===== config.mk =====
export PLATFORM = sky130hd
export DESIGN_NAME = external_interrupt_edge_controller_core
export DESIGN_NICKNAME = d
export VERILOG_FILES = /design/src/rtl/eiec_pkg.sv /design/src/rtl/eiec_lane.sv /design/src/rtl/eiec_merge.sv /design/src/rtl/external_interrupt_edge_controller_core.sv
export SDC_FILE = /design/constraint.sdc
export NUM_CORES = 1
export LEC_CHECK = 0
export ABC_CLOCK_PERIOD_IN_PS = 3510
export BUFFER_PORTS_ARGS = -buffer_cell sky130_fd_sc_hd__buf_2
export CAP_MARGIN = 40
export CORE_MARGIN = 4
export CORE_UTILIZATION = 35
export CTS_BUF_LIST = sky130_fd_sc_hd__clkbuf_4
export DETAILED_ROUTE_END_ITERATION = 16
export GPL_TIMING_DRIVEN = 0
export SLEW_MARGIN = 20
export SYNTH_ARGS = -nofsm -noshare
export SYNTH_HDL_FRONTEND = slang
export SYNTH_SLANG_ARGS = --single-unit

===== constraint.sdc =====
create_clock -name clk -period 3.51 [get_ports clk]
set_input_delay 0.702 -clock clk [delete_from_list [all_inputs] [get_ports clk]]
set_output_delay 0.702 -clock clk [all_outputs]
set_load 0.01 [all_outputs]

===== src/rtl/eiec_pkg.sv =====
package eiec_pkg;

  localparam int LINES    = 16;
  localparam int PORTS    = 4;
  localparam int SEL_W    = 2;
  localparam int IRQ_W    = 7;
  localparam int SOLO_IRQ = 5;

  typedef enum logic {
    CMD_SAMPLE = 1'b0,
    CMD_CLEAR  = 1'b1
  } cmd_t;

  typedef enum logic [1:0] {
    REG_PORT_SELECT    = 2'd0,
    REG_RISING_ENABLE  = 2'd1,
    REG_FALLING_ENABLE = 2'd2,
    REG_INTERRUPT_MASK = 2'd3
  } reg_index_t;

  typedef struct packed {
    cmd_t        command;
    logic [15:0] port_a_levels;
    logic [15:0] port_b_levels;
    logic [15:0] port_c_levels;
    logic [15:0] port_d_levels;
    logic [15:0] clear_bits;
  } in_word_t;

  typedef struct packed {
    logic [15:0] pending_bits;
    logic [6:0]  irq_requests;
  } out_word_t;

  // per-line view of the configuration
  typedef struct packed {
    logic [SEL_W-1:0] sel;
    logic             rise_en;
    logic             fall_en;
    logic             mask;
  } lane_cfg_t;

  // per-line view of one input word
  typedef struct packed {
    cmd_t             command;
    logic [PORTS-1:0] levels;
    logic             clear;
  } lane_item_t;

endpackage


===== src/rtl/eiec_lane.sv =====
module eiec_lane #(
  parameter int PORT_COUNT = 4
) (
  input  logic                clk,
  input  logic                rst,
  input  eiec_pkg::lane_cfg_t  cfg,
  input  eiec_pkg::lane_item_t item,
  input  logic                accept,
  output logic                pending_next
);

  logic prev_level;
  logic pending;
  logic level;
  logic hit;
  logic [eiec_pkg::SEL_W:0] sel_wide;

  // an unknown port maps to port a
  always_comb begin
    sel_wide = {1'b0, cfg.sel};
    if (sel_wide < (eiec_pkg::SEL_W + 1)'(PORT_COUNT)) begin
      level = item.levels[cfg.sel];
    end else begin
      level = item.levels[0];
    end
  end

  assign hit = ((level & ~prev_level & cfg.rise_en) |
                (prev_level & ~level & cfg.fall_en)) & cfg.mask;

  always_comb begin
    unique case (item.command)
      eiec_pkg::CMD_SAMPLE: pending_next = pending | hit;
      eiec_pkg::CMD_CLEAR:  pending_next = pending & ~item.clear;
      default:              pending_next = pending;
    endcase
  end

  always_ff @(posedge clk) begin
    if (rst) begin
      prev_level <= 1'b0;
      pending    <= 1'b0;
    end else if (accept) begin
      pending <= pending_next;
      if (item.command == eiec_pkg::CMD_SAMPLE) begin
        prev_level <= level;
      end
    end
  end

endmodule


===== src/rtl/eiec_merge.sv =====
module eiec_merge (
  input  logic                clk,
  input  logic                rst,
  input  logic                in_valid,
  output logic                in_stall,
  input  logic [15:0]         pend_next,
  input  logic [15:0]         mask,
  output logic                out_valid,
  input  logic                out_stall,
  output eiec_pkg::out_word_t out_word
);

  logic                main_valid;
  logic                skid_valid;
  eiec_pkg::out_word_t main_word;
  eiec_pkg::out_word_t skid_word;
  eiec_pkg::out_word_t new_word;
  logic [15:0]         req;
  logic                accept;
  logic                take;

  assign req = pend_next & mask;

  always_comb begin
    new_word.pending_bits = pend_next;
    new_word.irq_requests = {|req[15:10], |req[9:5], req[eiec_pkg::SOLO_IRQ-1:0]};
  end

  assign in_stall  = skid_valid;
  assign accept    = in_valid & ~skid_valid;
  assign take      = main_valid & ~out_stall;
  assign out_valid = main_valid;
  assign out_word  = main_word;

  always_ff @(posedge clk) begin
    if (rst) begin
      main_valid <= 1'b0;
      skid_valid <= 1'b0;
    end else if (take) begin
      if (skid_valid) begin
        skid_valid <= 1'b0;
      end else if (!accept) begin
        main_valid <= 1'b0;
      end
    end else if (accept) begin
      if (main_valid) begin
        skid_valid <= 1'b1;
      end else begin
        main_valid <= 1'b1;
      end
    end
  end

  // payload: advance skid into main, or land the new word where there is room
  always_ff @(posedge clk) begin
    if (take) begin
      if (skid_valid) begin
        main_word <= skid_word;
      end else if (accept) begin
        main_word <= new_word;
      end
    end else if (accept) begin
      if (main_valid) begin
        skid_word <= new_word;
      end else begin
        main_word <= new_word;
      end
    end
  end

`ifndef SYNTHESIS
  a_skid_needs_main: assert property (@(posedge clk) disable iff (rst)
    skid_valid |-> main_valid)
    else $error("skid holds a word while main is empty");

  a_skid_fills: assert property (@(posedge clk) disable iff (rst)
    main_valid && out_stall && accept |=> skid_valid)
    else $error("accepted word behind a stalled result was dropped");

  a_skid_drains: assert property (@(posedge clk) disable iff (rst)
    skid_valid && !out_stall |=> !skid_valid)
    else $error("skid did not drain when output was taken");

  a_irq_follows_pending: assert property (@(posedge clk) disable iff (rst)
    out_valid |-> (out_word.irq_requests[4:0] & ~out_word.pending_bits[4:0]) == 5'd0)
    else $error("request raised without pending bit");
`endif

endmodule


===== src/rtl/external_interrupt_edge_controller_core.sv =====
// External interrupt edge controller, up to sixteen lines.
// Input channel (in_valid / in_stall / in_word): one word per cycle while not
// stalled. A sample word carries the levels of ports a to d; each line picks its pin
// through port_select and sets its pending bit on an enabled, unmasked edge.
// A clear word drops the pending bits given as ones in clear_bits.
// Output channel (out_valid / out_stall / out_word): one word per input word,
// with the pending bits and seven grouped requests (pending AND mask).
// The result of an accepted word is registered in the output buffer.
// Throughput is one word per cycle while in_stall is low, set by the per-line
// lane registers that update in the accepting cycle.
// A two-entry output buffer lets one more word in while a result is stalled;
// in_stall rises only when both entries are full and drops as soon as the
// receiver takes a word.
// Configuration: cfg_valid / cfg_ready with cfg_index and cfg_data; cfg_ready
// is always high. Write only while the block is idle.
// Synchronous reset clears configuration, held levels, pending bits and the
// output buffer.
module external_interrupt_edge_controller_core #(
  parameter int LINE_COUNT = 16,
  parameter int PORT_COUNT = 4
) (
  input  logic                 clk,
  input  logic                 rst,
  input  logic                 in_valid,
  output logic                 in_stall,
  input  eiec_pkg::in_word_t   in_word,
  output logic                 out_valid,
  input  logic                 out_stall,
  output eiec_pkg::out_word_t  out_word,
  input  logic                 cfg_valid,
  output logic                 cfg_ready,
  input  eiec_pkg::reg_index_t cfg_index,
  input  logic [31:0]          cfg_data
);

  logic [31:0] port_select;
  logic [15:0] rising_enable;
  logic [15:0] falling_enable;
  logic [15:0] interrupt_mask;
  logic [15:0] pend_next;
  logic        accept;

  assign cfg_ready = 1'b1;
  assign accept    = in_valid & ~in_stall;

  always_ff @(posedge clk) begin
    if (rst) begin
      port_select    <= '0;
      rising_enable  <= '0;
      falling_enable <= '0;
      interrupt_mask <= '0;
    end else if (cfg_valid && cfg_ready) begin
      unique case (cfg_index)
        eiec_pkg::REG_PORT_SELECT:    port_select    <= cfg_data;
        eiec_pkg::REG_RISING_ENABLE:  rising_enable  <= cfg_data[15:0];
        eiec_pkg::REG_FALLING_ENABLE: falling_enable <= cfg_data[15:0];
        eiec_pkg::REG_INTERRUPT_MASK: interrupt_mask <= cfg_data[15:0];
        default: ;
      endcase
    end
  end

  for (genvar n = 0; n < eiec_pkg::LINES; n++) begin : g_line
    if (n < LINE_COUNT) begin : g_lane
      eiec_pkg::lane_cfg_t  lane_cfg;
      eiec_pkg::lane_item_t lane_item;

      always_comb begin
        lane_cfg.sel       = port_select[eiec_pkg::SEL_W*n +: eiec_pkg::SEL_W];
        lane_cfg.rise_en   = rising_enable[n];
        lane_cfg.fall_en   = falling_enable[n];
        lane_cfg.mask      = interrupt_mask[n];
        lane_item.command  = in_word.command;
        lane_item.levels   = {in_word.port_d_levels[n], in_word.port_c_levels[n],
                              in_word.port_b_levels[n], in_word.port_a_levels[n]};
        lane_item.clear    = in_word.clear_bits[n];
      end

      eiec_lane #(
        .PORT_COUNT(PORT_COUNT)
      ) u_lane (
        .clk         (clk),
        .rst         (rst),
        .cfg         (lane_cfg),
        .item        (lane_item),
        .accept      (accept),
        .pending_next(pend_next[n])
      );
    end else begin : g_none
      assign pend_next[n] = 1'b0;
    end
  end

  eiec_merge u_merge (
    .clk      (clk),
    .rst      (rst),
    .in_valid (in_valid),
    .in_stall (in_stall),
    .pend_next(pend_next),
    .mask     (interrupt_mask),
    .out_valid(out_valid),
    .out_stall(out_stall),
    .out_word (out_word)
  );

endmodule


# Yosys cells after proc, flatten, opt, wreduce, memory -nomap -nowiden
# Cells that the tools add are included.
dict set report word_totals {
  reg_bits 160
  input_bits 120
  output_inout_bits 26
}
dict set report op_classes {
  n_eq_ne 6
  n_bitwise 183
  order_cmp 16
  reduce_logical 15
  mux 57
}
# operator n
set op_table {}
lappend op_table {{23-bit two-way mux} 5}
lappend op_table {{1-bit bitwise AND} 98}
lappend op_table {{1-bit NOT} 52}
lappend op_table {{2-bit by 3-bit < comparator with 1-bit output (second input constant)} 16}
lappend op_table {{1-bit binary-select mux with 2-bit select} 16}
lappend op_table {{1-bit bitwise OR} 32}
lappend op_table {{1-bit case mux with 2 select lines} 16}
lappend op_table {{1-bit two-way mux} 20}
lappend op_table {{16-bit bitwise AND} 1}
lappend op_table {{2-bit AND reduction} 6}
lappend op_table {{3-bit AND reduction} 3}
lappend op_table {{2-bit inequality test (second input constant)} 3}
lappend op_table {{6-bit OR reduction} 1}
lappend op_table {{5-bit OR reduction} 1}
lappend op_table {{2-bit == test (second input constant)} 2}
lappend op_table {{2-bit nonzero test} 2}
lappend op_table {{2-bit by 1-bit == test with 1-bit output (second input constant)} 1}
lappend op_table {{2-bit logical NOT} 1}
lappend op_table {{2-bit OR reduction} 1}

# Logic depth before layout (Yosys ltp)
# Gate-level depths: netlist (run 1).
dict set report logic_depth {
  ltp_word 14
  depth_mapped 7
  mapped_depth_nobuf 5
}

# By module
# Synthesis (run 1) repeated with hierarchy kept, for this count alone.
dict set report unflattened {
  cells_unflattened 672
  area_unflattened_um2 7673.6
}
# mod cells_per_inst area_each_um2 seq_area_each_um2 n_inst
set modules_own_cells {}
lappend modules_own_cells {external_interrupt_edge_controller_core 300 3313.2 1601.5 1}
lappend modules_own_cells {eiec_lane 17 152.6 40.0 16}
lappend modules_own_cells {eiec_merge 100 1918.1 1421.4 1}

# Least setup slack after synthesis (run 1)
# OpenSTA, ideal clock, no wires.
dict set report synth_timing {
  kind {input -> register}
  startpoint {input in_valid}
  endpoint {register u_merge.main_word, in the netlist u_merge.out_word[0], enable pin}
  stages 5
  n_path_buf 2
  path_slack_ns 0.575
  setup_time_ns 0.411
  t_arrival_ns 2.524
  required_ns 3.099
  path_cell_list {nor2b_1 clkbuf_1 clkbuf_1 a21oi_1 a21oi_1}
}
dict set report synth_between {
  elab_chain_len 3
}
# element line
set synth_lines {}
lappend synth_lines {{start, declared} external_interrupt_edge_controller_core.sv:24} ;# input logic in_valid,
lappend synth_lines {{1-bit bitwise AND *} eiec_merge.sv:30} ;# assign accept = in_valid & ~skid_valid;
lappend synth_lines {{2-bit nonzero test (no line)} n/a}
lappend synth_lines {{3-bit AND reduction (no line) *} n/a}
lappend synth_lines {{end signal, assigned} eiec_merge.sv:58} ;# main_word <= skid_word;
lappend synth_lines {{end signal, assigned} eiec_merge.sv:60} ;# main_word <= new_word;
lappend synth_lines {{end signal, assigned} eiec_merge.sv:66} ;# main_word <= new_word;
lappend synth_lines {{end, declared} eiec_merge.sv:15} ;# eiec_pkg::out_word_t main_word;
# Every way passes the cells marked *; elsewhere a longest branch is shown, timed or not.
# A chain may end at the register's enable or synchronous reset.

==> flow_summary.ini, run 1 <==
[yosys]
syn_area_per_cell_sq_um = 9.334
synth_edf_count = 46
synthAdderAreaFrac_pct = 0
yosys.area_share.xor_xnor_pct = 0
syn_area_sq_um = 6739
ys_ff_latch = 160
ys.flop_type = dfxtp_1
synth_compound_area_share_pct = 14.95
yosys_warnings = 0
synth_mux_area_share_pct = 7.909
yosys.area_share.simple_pct = 19.77
async_flop_share_pct = 0
syn_inst = 722
syn_nets = 842
yosysSeqAreaShare_pct = 54.36
synth_top_family_by_area = simple AND/OR/NAND/NOR gates
synth.distinct_cells = 40

[placed_design]
place_inst = 1127
io_buffers = 143
place.gp.congestion = 0.8199
dp_slack_ns = 0.3131
dp_hpwl_um = 14510

[route]
drtIter0Drc = 407
routedWlPerCell_um = 16.32
drt.antenna.violating_nets = 0
drc_errors = 0
viasPerCell = 4.932
via_count = 5721
first_pass_iters = 5
routed_wl_um = 18930

[global_routing]
grt.met2_usage_pct = 27.03
grt_overflow = 0
grtUsageTotal_pct = 17.37
grt.met1_usage_pct = 24.66
grt_pass1_vias = 5469
grt_max_degree = 24
grt_busiest_layer = met2
antenna_found_initial = 1
use_met3_pct = 3.331
grt_pass1_wl_um = 29640

[die]
die-area_sq_um = 21540
core_sq_um = 18830
start_util_pct = 35.79
die_x_um = 146.8
die_y_um = 146.8
io_pins = 146
num_rows = 50

[finish]
fillers = 1895
final_nets = 1006
areaGrowthSynthToFinish_pct = 20.37
multi_input_area_sq_um = 2888
layout.cells.non_filler = 1160
final-seq-area_sq_um = 3664
drive_gt1_share_pct = 23.36

[pwr]
fin_total_pwr_mw = 3.574
pwr-share-comb_pct = 10.6
p_seq_share_pct = 56.5
ir_drop_mv = 0.1776
pwr-share-clk_pct = 32.9
intPower_mw = 2.654
powerDensity_nw_per_um2 = 440.6
switchingPower_uw = 920.3
p_leak_nw = 3.216
swShare_pct = 25.75

[clocking]
clk_latency_ns = 0.56
cts_resized = 0
cts_buffers = 17
cts_tree = done
htreeDepth = 4
cts_setup_buffers = 0
cts_buffer_depth = 2
cts_root_buf = clkbuf_4
numClockSinks = 160
hold_buffers = 0
clkTransAtPathRegs_ns = 0.14

[setup_path]
worstPathCellList = mux4_2, mux2i_1, nand4_1, or4_4, mux2_4
critical-path-max-stage-delay_ns = 0.57
cp-start-kind = flip-flop
path_class = reg2reg
worstPathArrival_ns = 2.95
critPathSlowestCell = mux4_2
cp_max_fo = 4
crit_required_ns = 3.83
cp-end-kind = flip-flop

[timing]
fmax_ghz = 0.3798
grt_setup_unrepaired = no
fin_skew_ns = 0.02090
final-max-slew-violation-count = 0
min_period_over_period_pct = 75.02
fin_ws_ns = 0.8768
finalHoldViolCount = 0
period_minus_slack_ns = 2.633
hold-worst-slack_ns = 0.3476
setup_viol = 0
tightest_slew_ns = 0.7353
relSlewSlack_pct = 50.87

[job]
max_cap_viol_count = 0

[worst_hold_path]
hold_path.class = in2reg

[status]
status = finished, final reports clean
-- state kept, by name (all words and copies together), names as in the netlist --
name                             cells
u_merge.in_stall                     1
port_select                         32
u_merge.out_word                    23
rising_enable                       16
falling_enable                      16
u_merge.out_valid                    1
interrupt_mask                      16
u_merge.skid_word                   23
g_line.g_lane.u_lane.pending        16
g_line.g_lane.u_lane.prev_level     16
-- stage by stage --
stage / util, % / area, sq um / TNS [ns]
4_1_cts: 43.06 / 8109 / 0
6_report: 43.08 / 8112 / 0
3_3_place_gp: 41.32 / 7780 / -5.703
5_1_grt: 43.08 / 8112 / 0
3_5_place_dp: 41.48 / 7811 / 0
2_1_floorplan: - / 6739 / 0
-- final cells by class --
class / instances / area share [%]
well taps: 260 / 4.010
multi-input cells: 510 / 35.60
repair buffers: 145 / 9.070
clock buffers: 21 / 1.944
clock inverters: 11 / 1.728
inverters: 8 / 0.3702
diodes: 1 / 0.03085
flip-flops and latches: 160 / 45.16
plain buffers: 44 / 2.082
-- cell usage after synthesis (all sizes together), types with 8 or more instances --
| library cell | instances | share of area (%) |
|---|---|---|
| mux4 | 16 | 5.3 |
| a311oi | 8 | 1.0 |
| mux2i | 9 | 1.3 |
| nor2 | 39 | 2.2 |
| edfxtp | 46 | 20 |
| a31oi | 8 | 0.74 |
| nand2 | 220 | 12 |
| dfxtp | 114 | 34 |
| clkbuf | 42 | 2.3 |
| a21boi | 8 | 0.89 |
| a21oi | 112 | 8.3 |
-- layer usage --
| layer | part of all wire (%) | up-vias |
|---|---|---|
| li1 | - | 2860 |
| met1 | 48 | 2663 |
| met2 | 45 | 175 |
| met3 | 5.2 | 23 |
| met4 | 1.6 | 0 |
| met5 | 0 | - |
-- path summary, 6_finish.rpt --
check	start	endpoint	slack, ns	cells after the start
setup / recovery	port_select[12]	u_merge.out_word[5]	0.88	5
setup reg to reg	port_select[12]	u_merge.out_word[5]	0.88	5
hold / removal	in_word[2]	g_line[2].g_lane.u_lane.pending	0.35	2
hold reg to reg	falling_enable[12]	falling_enable[12]	0.46	2
-- cell families after synthesis --
family / count (synthesis)
AND/OR/NAND/NOR: 309
AO/OA/AOI/OAI: 168
flip-flops: 160
buffers and inverters: 52
multiplexers: 32
other: 1
-- power groups by stage --
stage               clock network [mW]  logic (mW)  registers [mW]
finish                            1.18       0.380            2.02
global route                      1.26       0.420            2.03
CTS                               1.19       0.383            2.02
detailed placement                   0       0.381            2.06
global placement                     0       0.373            2.06
floorplan                            0       0.191            2.06
-- worst max-delay path, delay by kind of cell, from the launching register on --
| kind | cells | cell delay (ns) |
|---|---|---|
| multiplexers | 3 | 1.31 |
| AND/OR/NAND/NOR | 2 | 0.69 |
| flip-flops | 1 | 0.39 |
-- placed cells by master (no fill, tap or decap), types with 4 or more instances in the layout --
master	Yosys	routed
nand2_1	220	220
and2_1	5	5
mux4_2	16	16
nor4bb_1	4	4
a21oi_1	112	111
mux2i_1	9	9
nor2_1	39	39
a41oi_1	6	6
a22oi_1	4	4
mux2_2	6	6
edfxtp_1	46	46
a31oi_1	8	8
buf_2	0	144
a311oi_1	8	8
a211oi_1	7	7
nand2b_1	7	7
o211a_1	6	6
inv_1	7	7
dfxtp_1	114	114
a31o_2	5	5
and3b_1	6	6
and3_1	7	7
clkbuf_1	42	42
clkbuf_4	0	21
a21boi_0	8	8
and4b_1	4	4
Note: power is estimated with default switching activity, not from simulation.
==> inputs of run 2 (changes only) <==
- ABC_AREA: unset -> 1
- ABC_CLOCK_PERIOD_IN_PS: 3510 -> 2300
- clock period: 3.51 -> 2.3 ns (I/O delays scaled with it)
==> flow_summary.ini, run 2 <==
[worst_hold_path]
hold_path.class = in2reg
hp-start = cfg_data[25]
hold_depth = 3
hold_end = port_select[25]

[die]
io_pins = 146
start_util_pct = 36.16
die_x_um = 150.7
die-area_sq_um = 22720
num_rows = 51
die_y_um = 150.7
core_sq_um = 19720

[timing]
tightest_slew_ns = 0.7332
setup_viol = 0
fin_ws_ns = 0.1982
finalHoldViolCount = 0
min_period_over_period_pct = 91.38
final-max-slew-violation-count = 0
period_minus_slack_ns = 2.102
relSlewSlack_pct = 51.01
fin_skew_ns = 0.02480
grt_setup_unrepaired = no
fmax_ghz = 0.4758

[yosys]
ys.flop_type = dfxtp_1
ys_ff_latch = 160
synth_edf_count = 46
syn_area_per_cell_sq_um = 7.870
yosysSeqAreaShare_pct = 51.38
synth.most_common_cell = nand2_1
synth_top_cell_area_share_pct = 32.01
syn_nets = 1026
synth.distinct_cells = 26
synthTopCellsByCount = nand2_1 (179), dfxtp_1 (114), o21ai_0 (106), nor2_1 (101), inv_1 (87)
async_flop_share_pct = 0
yosysTopAreaCell = dfxtp_1
syn_inst = 906
netlist_top_cells_area = dfxtp_1 (32%), edfxtp_1 (19%), nand2_1 (9.4%), o21ai_0 (7.4%), a21oi_1 (5.8%)
syn_area_sq_um = 7131
yosys_warnings = 0

[setup_path]
cp_max_fo = 23
worstRegToRegCells = 5
path_class = reg2reg
r2r-end = u_merge.out_word[4]
r2r_slack_ns = 0.20
cp-start-kind = flip-flop
cp-end-kind = flip-flop
crit_required_ns = 2.51
reg2reg_from = u_merge.in_stall
worstPathArrival_ns = 2.31

[clocking]
cts_root_buf = clkbuf_4
clk_latency_ns = 0.58
cts_buffer_depth = 2
numClockSinks = 160
cts_tree = done
cts_resized = 0
clkTransAtPathRegs_ns = 0.12
cts_buffers = 17
cts_setup_buffers = 0
hold_buffers = 0
htreeDepth = 4

[global_routing]
grt_pass1_vias = 5563
grt_max_degree = 24
antenna_found_initial = 1
grt_pass1_wl_um = 29610
grtUsageTotal_pct = 17.11
grt_overflow = 0

[finish]
final_common_cell = nand2_1
fillers = 2032
regMostFlops = port_select
largest_reg_flops = 32
fin_util_pct = 43.04
drive_gt1_share_pct = 25.46
areaGrowthSynthToFinish_pct = 19.02
final_nets = 1187
layout_common_cells = nand2_1 (179), buf_2 (153), dfxtp_1 (114)
final-seq-area_sq_um = 3664
multi_input_area_sq_um = 2893

[route]
first_pass_iters = 5
via_count = 6255
routed_wl_um = 19330
drc_errors = 0
drt.antenna.violating_nets = 0
drtIter0Drc = 442
viasPerCell = 4.647
routedWlPerCell_um = 14.36

[pwr]
fin_total_pwr_mw = 5.687
powerDensity_nw_per_um2 = 670.1
p_leak_nw = 3.775
ir_drop_mv = 0.3098

[job]
max_cap_viol_count = 0

[placed_design]
dp_slack_ns = -0.04889
io_buffers = 142
place.gp.congestion = 0.8405
dp_hpwl_um = 14690

[status]
status = finished, final reports clean
-- run 2: cell types whose count changed in the layout (fill, tap and decap cells not counted), moves of 11 or more --
cell and delta:
nor2_1 +61, o21ai_1 +11, nand3_1 +32, a21oi_1 -29, o21ai_0 +104, mux4_2 -16, nand2_1 -41, nand3_2 +29
inv_1 +80, clkbuf_1 -24, nand2_2 +30, inv_2 +18
-- run 2: power by group --
group,internal [mW],switching (mW)
sequential,3.08,0.0804
combinational,0.286,0.484
clock,0.777,0.984
total,4.14,1.55
-- run 2: stage by stage --
| stage | setup TNS (ns) | hold slack (ns) | instances | area, sq um |
|---|---|---|---|---|
| 3_3_place_gp | -29.36 | 0.4328 | 1313 | 8177 |
| 4_1_cts | 0 | 0.1183 | 1345 | 8484 |
| 2_1_floorplan | 0 | 0.4233 | 906 | 7134 |
| 5_1_grt | 0 | 0.1455 | 1346 | 8487 |
| 3_5_place_dp | -1.092 | 0.4369 | 1313 | 8192 |
| 6_report | 0 | 0.1627 | 1346 | 8487 |
-- run 2: final cells by class --
type | instances | share of cell area [%]
inverters | 106 | 4.688
clock buffers | 20 | 1.769
clock inverters | 12 | 1.681
well taps | 265 | 3.907
plain buffers | 40 | 2.300
multi-input cells | 600 | 34.09
flip-flops and latches | 160 | 43.17
diodes | 1 | 0.02949
repair buffers | 142 | 8.374
-- run 2: metal layers --
layer / vias to the layer above / part of all wire (%) / global-route usage (%)
met2: 176 / 43 / 25.79
met1: 2777 / 50 / 25.08
li1: 3282 / - / -
met4: 0 / 1.3 / 5.168
met5: - / 0 / 0
met3: 20 / 5.5 / 2.920
-- run 2: worst max path at each step --
stage	slack [ns]	startpoint	to
after floorplan	0.02	in_valid	u_merge.skid_word[0]
after global placement	-0.92	in_valid	u_merge.skid_word[8]
after detailed placement	-0.05	in_valid	u_merge.out_word[8]
after CTS	0.11	u_merge.in_stall	u_merge.out_word[20]
after global routing	0.002	u_merge.in_stall	u_merge.out_word[20]
final	0.20	u_merge.in_stall	u_merge.out_word[4]
-- run 2: logic make-up after synthesis --
kind of cell	Yosys count	synth area share [%]
AO/OA/AOI/OAI	218	15.69
buffers and inverters	146	8.317
flip-flops	160	51.38
other	1	0.05259
AND/OR/NAND/NOR	381	24.57
-- run 2: critical path, cell delays in order (launching register included) --
cell      delay (ns)
dfxtp_1         0.37
inv_2           0.06
nand2_1         0.10
clkbuf_1        0.28
buf_2           0.30
a21oi_4         0.62
